--- src/rtl/kvt_pkg.sv ---
`timescale 1ns / 1ps
// Shared types and constants for the chained hash key-value table.
// No dependencies; imported by every module of the block.
package kvt_pkg;

  localparam int unsigned BUCKET_W   = 8;
  localparam int unsigned KEY_FW     = 32;
  localparam int unsigned VALUE_FW   = 32;
  localparam int unsigned COUNT_FW   = 12;
  localparam int unsigned IN_DATA_W  = 72;
  localparam int unsigned OUT_DATA_W = 48;
  localparam int unsigned COUNT_MAX  = 4095;

  typedef enum logic [1:0] {
    KVT_INSERT = 2'd0,
    KVT_FIND   = 2'd1,
    KVT_REMOVE = 2'd2
  } kvt_cmd_e;

  typedef enum logic [1:0] {
    KVT_OK      = 2'd0,
    KVT_PRESENT = 2'd1,
    KVT_MISSING = 2'd2,
    KVT_FULL    = 2'd3
  } kvt_status_e;

  typedef enum logic [1:0] {
    KVT_CLEAR  = 2'd0,
    KVT_IDLE   = 2'd1,
    KVT_UPDATE = 2'd2
  } kvt_state_e;

  typedef struct packed {
    logic        wr_en;
    logic        count_inc;
    logic        count_dec;
    kvt_status_e status;
  } kvt_decision_t;

endpackage

--- src/rtl/kvt_bucket_logic.sv ---
`timescale 1ns / 1ps
// Bucket row compare and update: parallel key match, first free way, new row.
// Depends on kvt_pkg.
module kvt_bucket_logic import kvt_pkg::*; #(
  parameter int unsigned WAYS        = 8,
  parameter int unsigned KEY_WIDTH   = 32,
  parameter int unsigned VALUE_WIDTH = 32,
  parameter int unsigned ROW_BITS    = 520
) (
  input  kvt_cmd_e                 cmd_i,
  input  logic [KEY_WIDTH-1:0]     key_i,
  input  logic [VALUE_WIDTH-1:0]   value_i,
  input  logic [ROW_BITS-1:0]      row_i,
  output logic [ROW_BITS-1:0]      row_o,
  output logic [VALUE_FW-1:0]      found_o,
  output kvt_decision_t            dec_o
);

  localparam int unsigned KEY_BASE   = WAYS;
  localparam int unsigned VALUE_BASE = WAYS + WAYS * KEY_WIDTH;

  logic [WAYS-1:0]        valid;
  logic [WAYS-1:0]        hit_vec;
  logic [WAYS-1:0]        free_vec;
  logic [WAYS-1:0]        first_hit;
  logic [WAYS-1:0]        first_free;
  logic                   any_hit;
  logic                   any_free;
  logic                   do_insert;
  logic                   do_remove;
  logic [VALUE_WIDTH-1:0] found_raw;

  always_comb begin
    valid     = row_i[WAYS-1:0];
    found_raw = '0;
    for (int w = 0; w < WAYS; w++) begin
      hit_vec[w] = valid[w] && (row_i[KEY_BASE + w*KEY_WIDTH +: KEY_WIDTH] == key_i);
    end
    free_vec   = ~valid;
    first_hit  = hit_vec & (~hit_vec + WAYS'(1));
    first_free = free_vec & (~free_vec + WAYS'(1));
    any_hit    = |hit_vec;
    any_free   = |free_vec;
    for (int w = 0; w < WAYS; w++) begin
      found_raw = found_raw |
                  (row_i[VALUE_BASE + w*VALUE_WIDTH +: VALUE_WIDTH] & {VALUE_WIDTH{first_hit[w]}});
    end
  end

  always_comb begin
    dec_o     = '{wr_en: 1'b0, count_inc: 1'b0, count_dec: 1'b0, status: KVT_OK};
    do_insert = 1'b0;
    do_remove = 1'b0;
    found_o   = '0;
    unique case (cmd_i)
      KVT_INSERT: begin
        if (any_hit) begin
          dec_o.status = KVT_PRESENT;
        end else if (!any_free) begin
          dec_o.status = KVT_FULL;
        end else begin
          do_insert       = 1'b1;
          dec_o.wr_en     = 1'b1;
          dec_o.count_inc = 1'b1;
        end
      end
      KVT_FIND: begin
        if (any_hit) begin
          found_o = VALUE_FW'(found_raw);
        end else begin
          dec_o.status = KVT_MISSING;
        end
      end
      KVT_REMOVE: begin
        if (any_hit) begin
          do_remove       = 1'b1;
          dec_o.wr_en     = 1'b1;
          dec_o.count_dec = 1'b1;
        end else begin
          dec_o.status = KVT_MISSING;
        end
      end
      default: begin
        dec_o.status = KVT_OK;
      end
    endcase
  end

  always_comb begin
    row_o = row_i;
    for (int w = 0; w < WAYS; w++) begin
      if (do_insert && first_free[w]) begin
        row_o[w]                                           = 1'b1;
        row_o[KEY_BASE + w*KEY_WIDTH +: KEY_WIDTH]         = key_i;
        row_o[VALUE_BASE + w*VALUE_WIDTH +: VALUE_WIDTH]   = value_i;
      end
      if (do_remove && first_hit[w]) begin
        row_o[w] = 1'b0;
      end
    end
  end

endmodule

--- config.mk ---
export PLATFORM = sky130hd
export DESIGN_NAME = kvt_bucket_logic
export DESIGN_NICKNAME = d
export VERILOG_FILES = /design/src/rtl/kvt_pkg.sv /design/src/rtl/kvt_bucket_logic.sv
export SDC_FILE = /design/constraint.sdc
export NUM_CORES = 1
export LEC_CHECK = 0
export ABC_AREA = 0
export CORE_AREA = 2 2 450 452
export DETAILED_ROUTE_END_ITERATION = 10
export DIE_AREA = 0 0 452 454
export DONT_BUFFER_PORTS = 1
export PLACE_DENSITY = 0.3
export SYNTH_ARGS = -nofsm -noshare
export SYNTH_HDL_FRONTEND = slang
export SYNTH_SLANG_ARGS = --single-unit
--- constraint.sdc ---
create_clock -name vclk -period 6.3
set_input_delay 0.63 -clock vclk [all_inputs]
set_output_delay 0.63 -clock vclk [all_outputs]
set_load 0.02 [all_outputs]
==> flow_summary.toml <==
[timing]
rsz0062_at_grt = "false"
hold_viol = 0
fmax_ghz = 0.170
fin_crit_sh_pct = 93.2
slew_headroom_pct = 14.1
layout_min_cycle_time_ns = 5.87
setup_ws_ns = 0.431
worst_pin_slew_ns = 1.28
hold-worst-slack_ns = 1.42
setup_viol = 0
tns_ns = 0
slew_viol_final = 0

[power_and_ir_drop]
combPwrFrac_pct = 100.0
p_int_mw = 0.321
p_sw_mw = 0.736
p_clk_share_pct = 0
p_sw_share_pct = 69.6
power_leakage_nw = 4.52
ir_drop_mv = 0.0196
power.total_mw = 1.06
p_per_area_mw_per_mm2 = 64.4
p_seq_share_pct = 0

[detailed_routing]
wirelength_mm = 219
drc_errors = 0
firstDrtPassIters = 8
num_vias = 15600
drt_iter0_markers = 2049
vias_per_cell = 3.72
routedWlPerCell_um = 52.2
ant_nets = 0

[synthesis]
ys_seq_area_share_pct = 0
synth_cell_type_count = 44
postSynthAreaPerCell_um2 = 8.26
ys.warnings.count = 0
yosys.area_share.simple_pct = 14.1
synth_top_family_by_area = "multiplexers"
muxShareOfSynthArea_pct = 48.3
yosys.area.top_type = "mux2_2"
netlist_instances = 1539
netlist_area_mm2 = 0.0127
synth_xor_area_share_pct = 17.6
synth-adder-area-share_pct = 0.394
synth-compound-area-share_pct = 11.2
yosysTopAreaCellShare_pct = 36.7
yosysMostFrequentCell = "mux2_2"
syn_nets = 2129
synth_commonest_cells = "414 x mux2_2, 136 x nand2_1, 128 x xnor2_1, 128 x xor2_1, 98 x mux2_4"
synth.area.top_cells = "mux2_2 37%, mux2_4 12%, xnor2_1 8.8%, xor2_1 8.8%, nand2_1 4.0%"

[placed_design]
place_ws_ns = 0.509
post_dp_cell_area_mm2 = 0.0163
placedCellCount = 4124
hpwlAfterDp_mm = 189
numPortBuffers = 0
globalplace.congestion = 1.05

[worst_setup_path]
worst_setup_path_start_kind = "input port"
critical_path_class = "in -> out"
crit_required_ns = 5.67
path_buf_inv = 2
cp_max_fo = 56
cp_data_arrival_time_ns = 5.24
crit_family = "simple AND/OR/NAND/NOR gates"
worstSetupEndpointType = "output port"
cp_slowest_stage_delay_ns = 0.83
crit_top_cell = "buf_12"
cpMaxStageDelayCell = "xor2_1"
cp_cell_sequence = "xor2_1, nor4_1, nand3_1, or3_2, o2111ai_1, or3_1, nor4_2, buf_12, mux2_2, buf_12"

[grt]
grt-ovfl-total = 0
grt_pass1_vias = 13800
grt_max_degree = 69
grt_pass1_wl_mm = 251
antenna_found_initial = 112
grt_usage_pct = 20.0

[run]
cap_violations = 0

[die]
die_y_um = 454
initial_utilization_pct = 6.33
num_rows = 165
coreArea_mm2 = 0.201
die_w_um = 452
pin_count = 1143
die-area_mm2 = 0.205

[cells_and_area]
seqCellArea_um2 = 0
synthToLayoutAreaGrowth_pct = 29.2
finish.utilization_pct = 8.17
clkbuf_count = 0
fillers = 23500
layout.nets = 2044
instances_no_fill = 4189
fin_area_mm2 = 0.0164
seq_cells = 0
drive_gt1_share_pct = 45.2

[outcome]
status = "finished clean"

[cts]
ctsHoldBuffers = 0
post-cts-setup-buffers = 0
cts.repair.resized = 0

[hold_path]
min_path_type = "in -> out"
## per-layer routing
layer | track usage, % | vias to the layer above | part of all wire (%)
met1 | 24.5 | 8267 | 40
met4 | 3.38 | 33 | 1.8
met3 | 8.39 | 239 | 11
met2 | 32.8 | 1472 | 47
li1 | - | 5593 | -
met5 | 1.47 | - | 0.30
## cells in the final DEF, fill, tap and decap left out, drive strengths merged, types with 5 or more instances in the layout
cell type and n:
or4 5, a31oi 34, diode 65, nor2 11, inv 10, a21o 31
nand4 37, o21ai 63, nor3 13, nand2 136, xnor2 128, o311ai 32
buf 107, o221ai 31, mux2 512, nand3 72, xor2 128, nor4 69
## logic make-up after synthesis
logic type	count (synthesis)
adder cells (fa/ha/maj)	4
XOR/XNOR	256
AO/OA/AOI/OAI	205
buffers and inverters	204
AND/OR/NAND/NOR	358
multiplexers	512
## layout make-up
cell class | instances | area, um2 | area share (%)
Multi-Input combinational cell | 1335 | 11800 | 71.8
Tap cell | 2672 | 3340 | 20.4
Inverter | 10 | 37.5 | 0.229
Antenna cell | 65 | 163 | 0.991
Timing Repair Buffer | 107 | 1080 | 6.59
## worst paths after layout
check       start         end  slack (ns)  cells after the start
max      key_i[4]  row_o[200]        0.43                     10
min    row_i[419]  row_o[419]        1.42                      1
## power groups by stage
stage	combinational [mW]	sequential (mW)	clock, mW
2_1_floorplan	0.727	0	0
3_3_place_gp	1.06	0	0
3_5_place_dp	1.05	0	0
4_1_cts	1.06	0	0
5_1_grt	1.09	0	0.000000880
6_report	1.06	0	0.00000142
(Power assumes the default switching activity.)
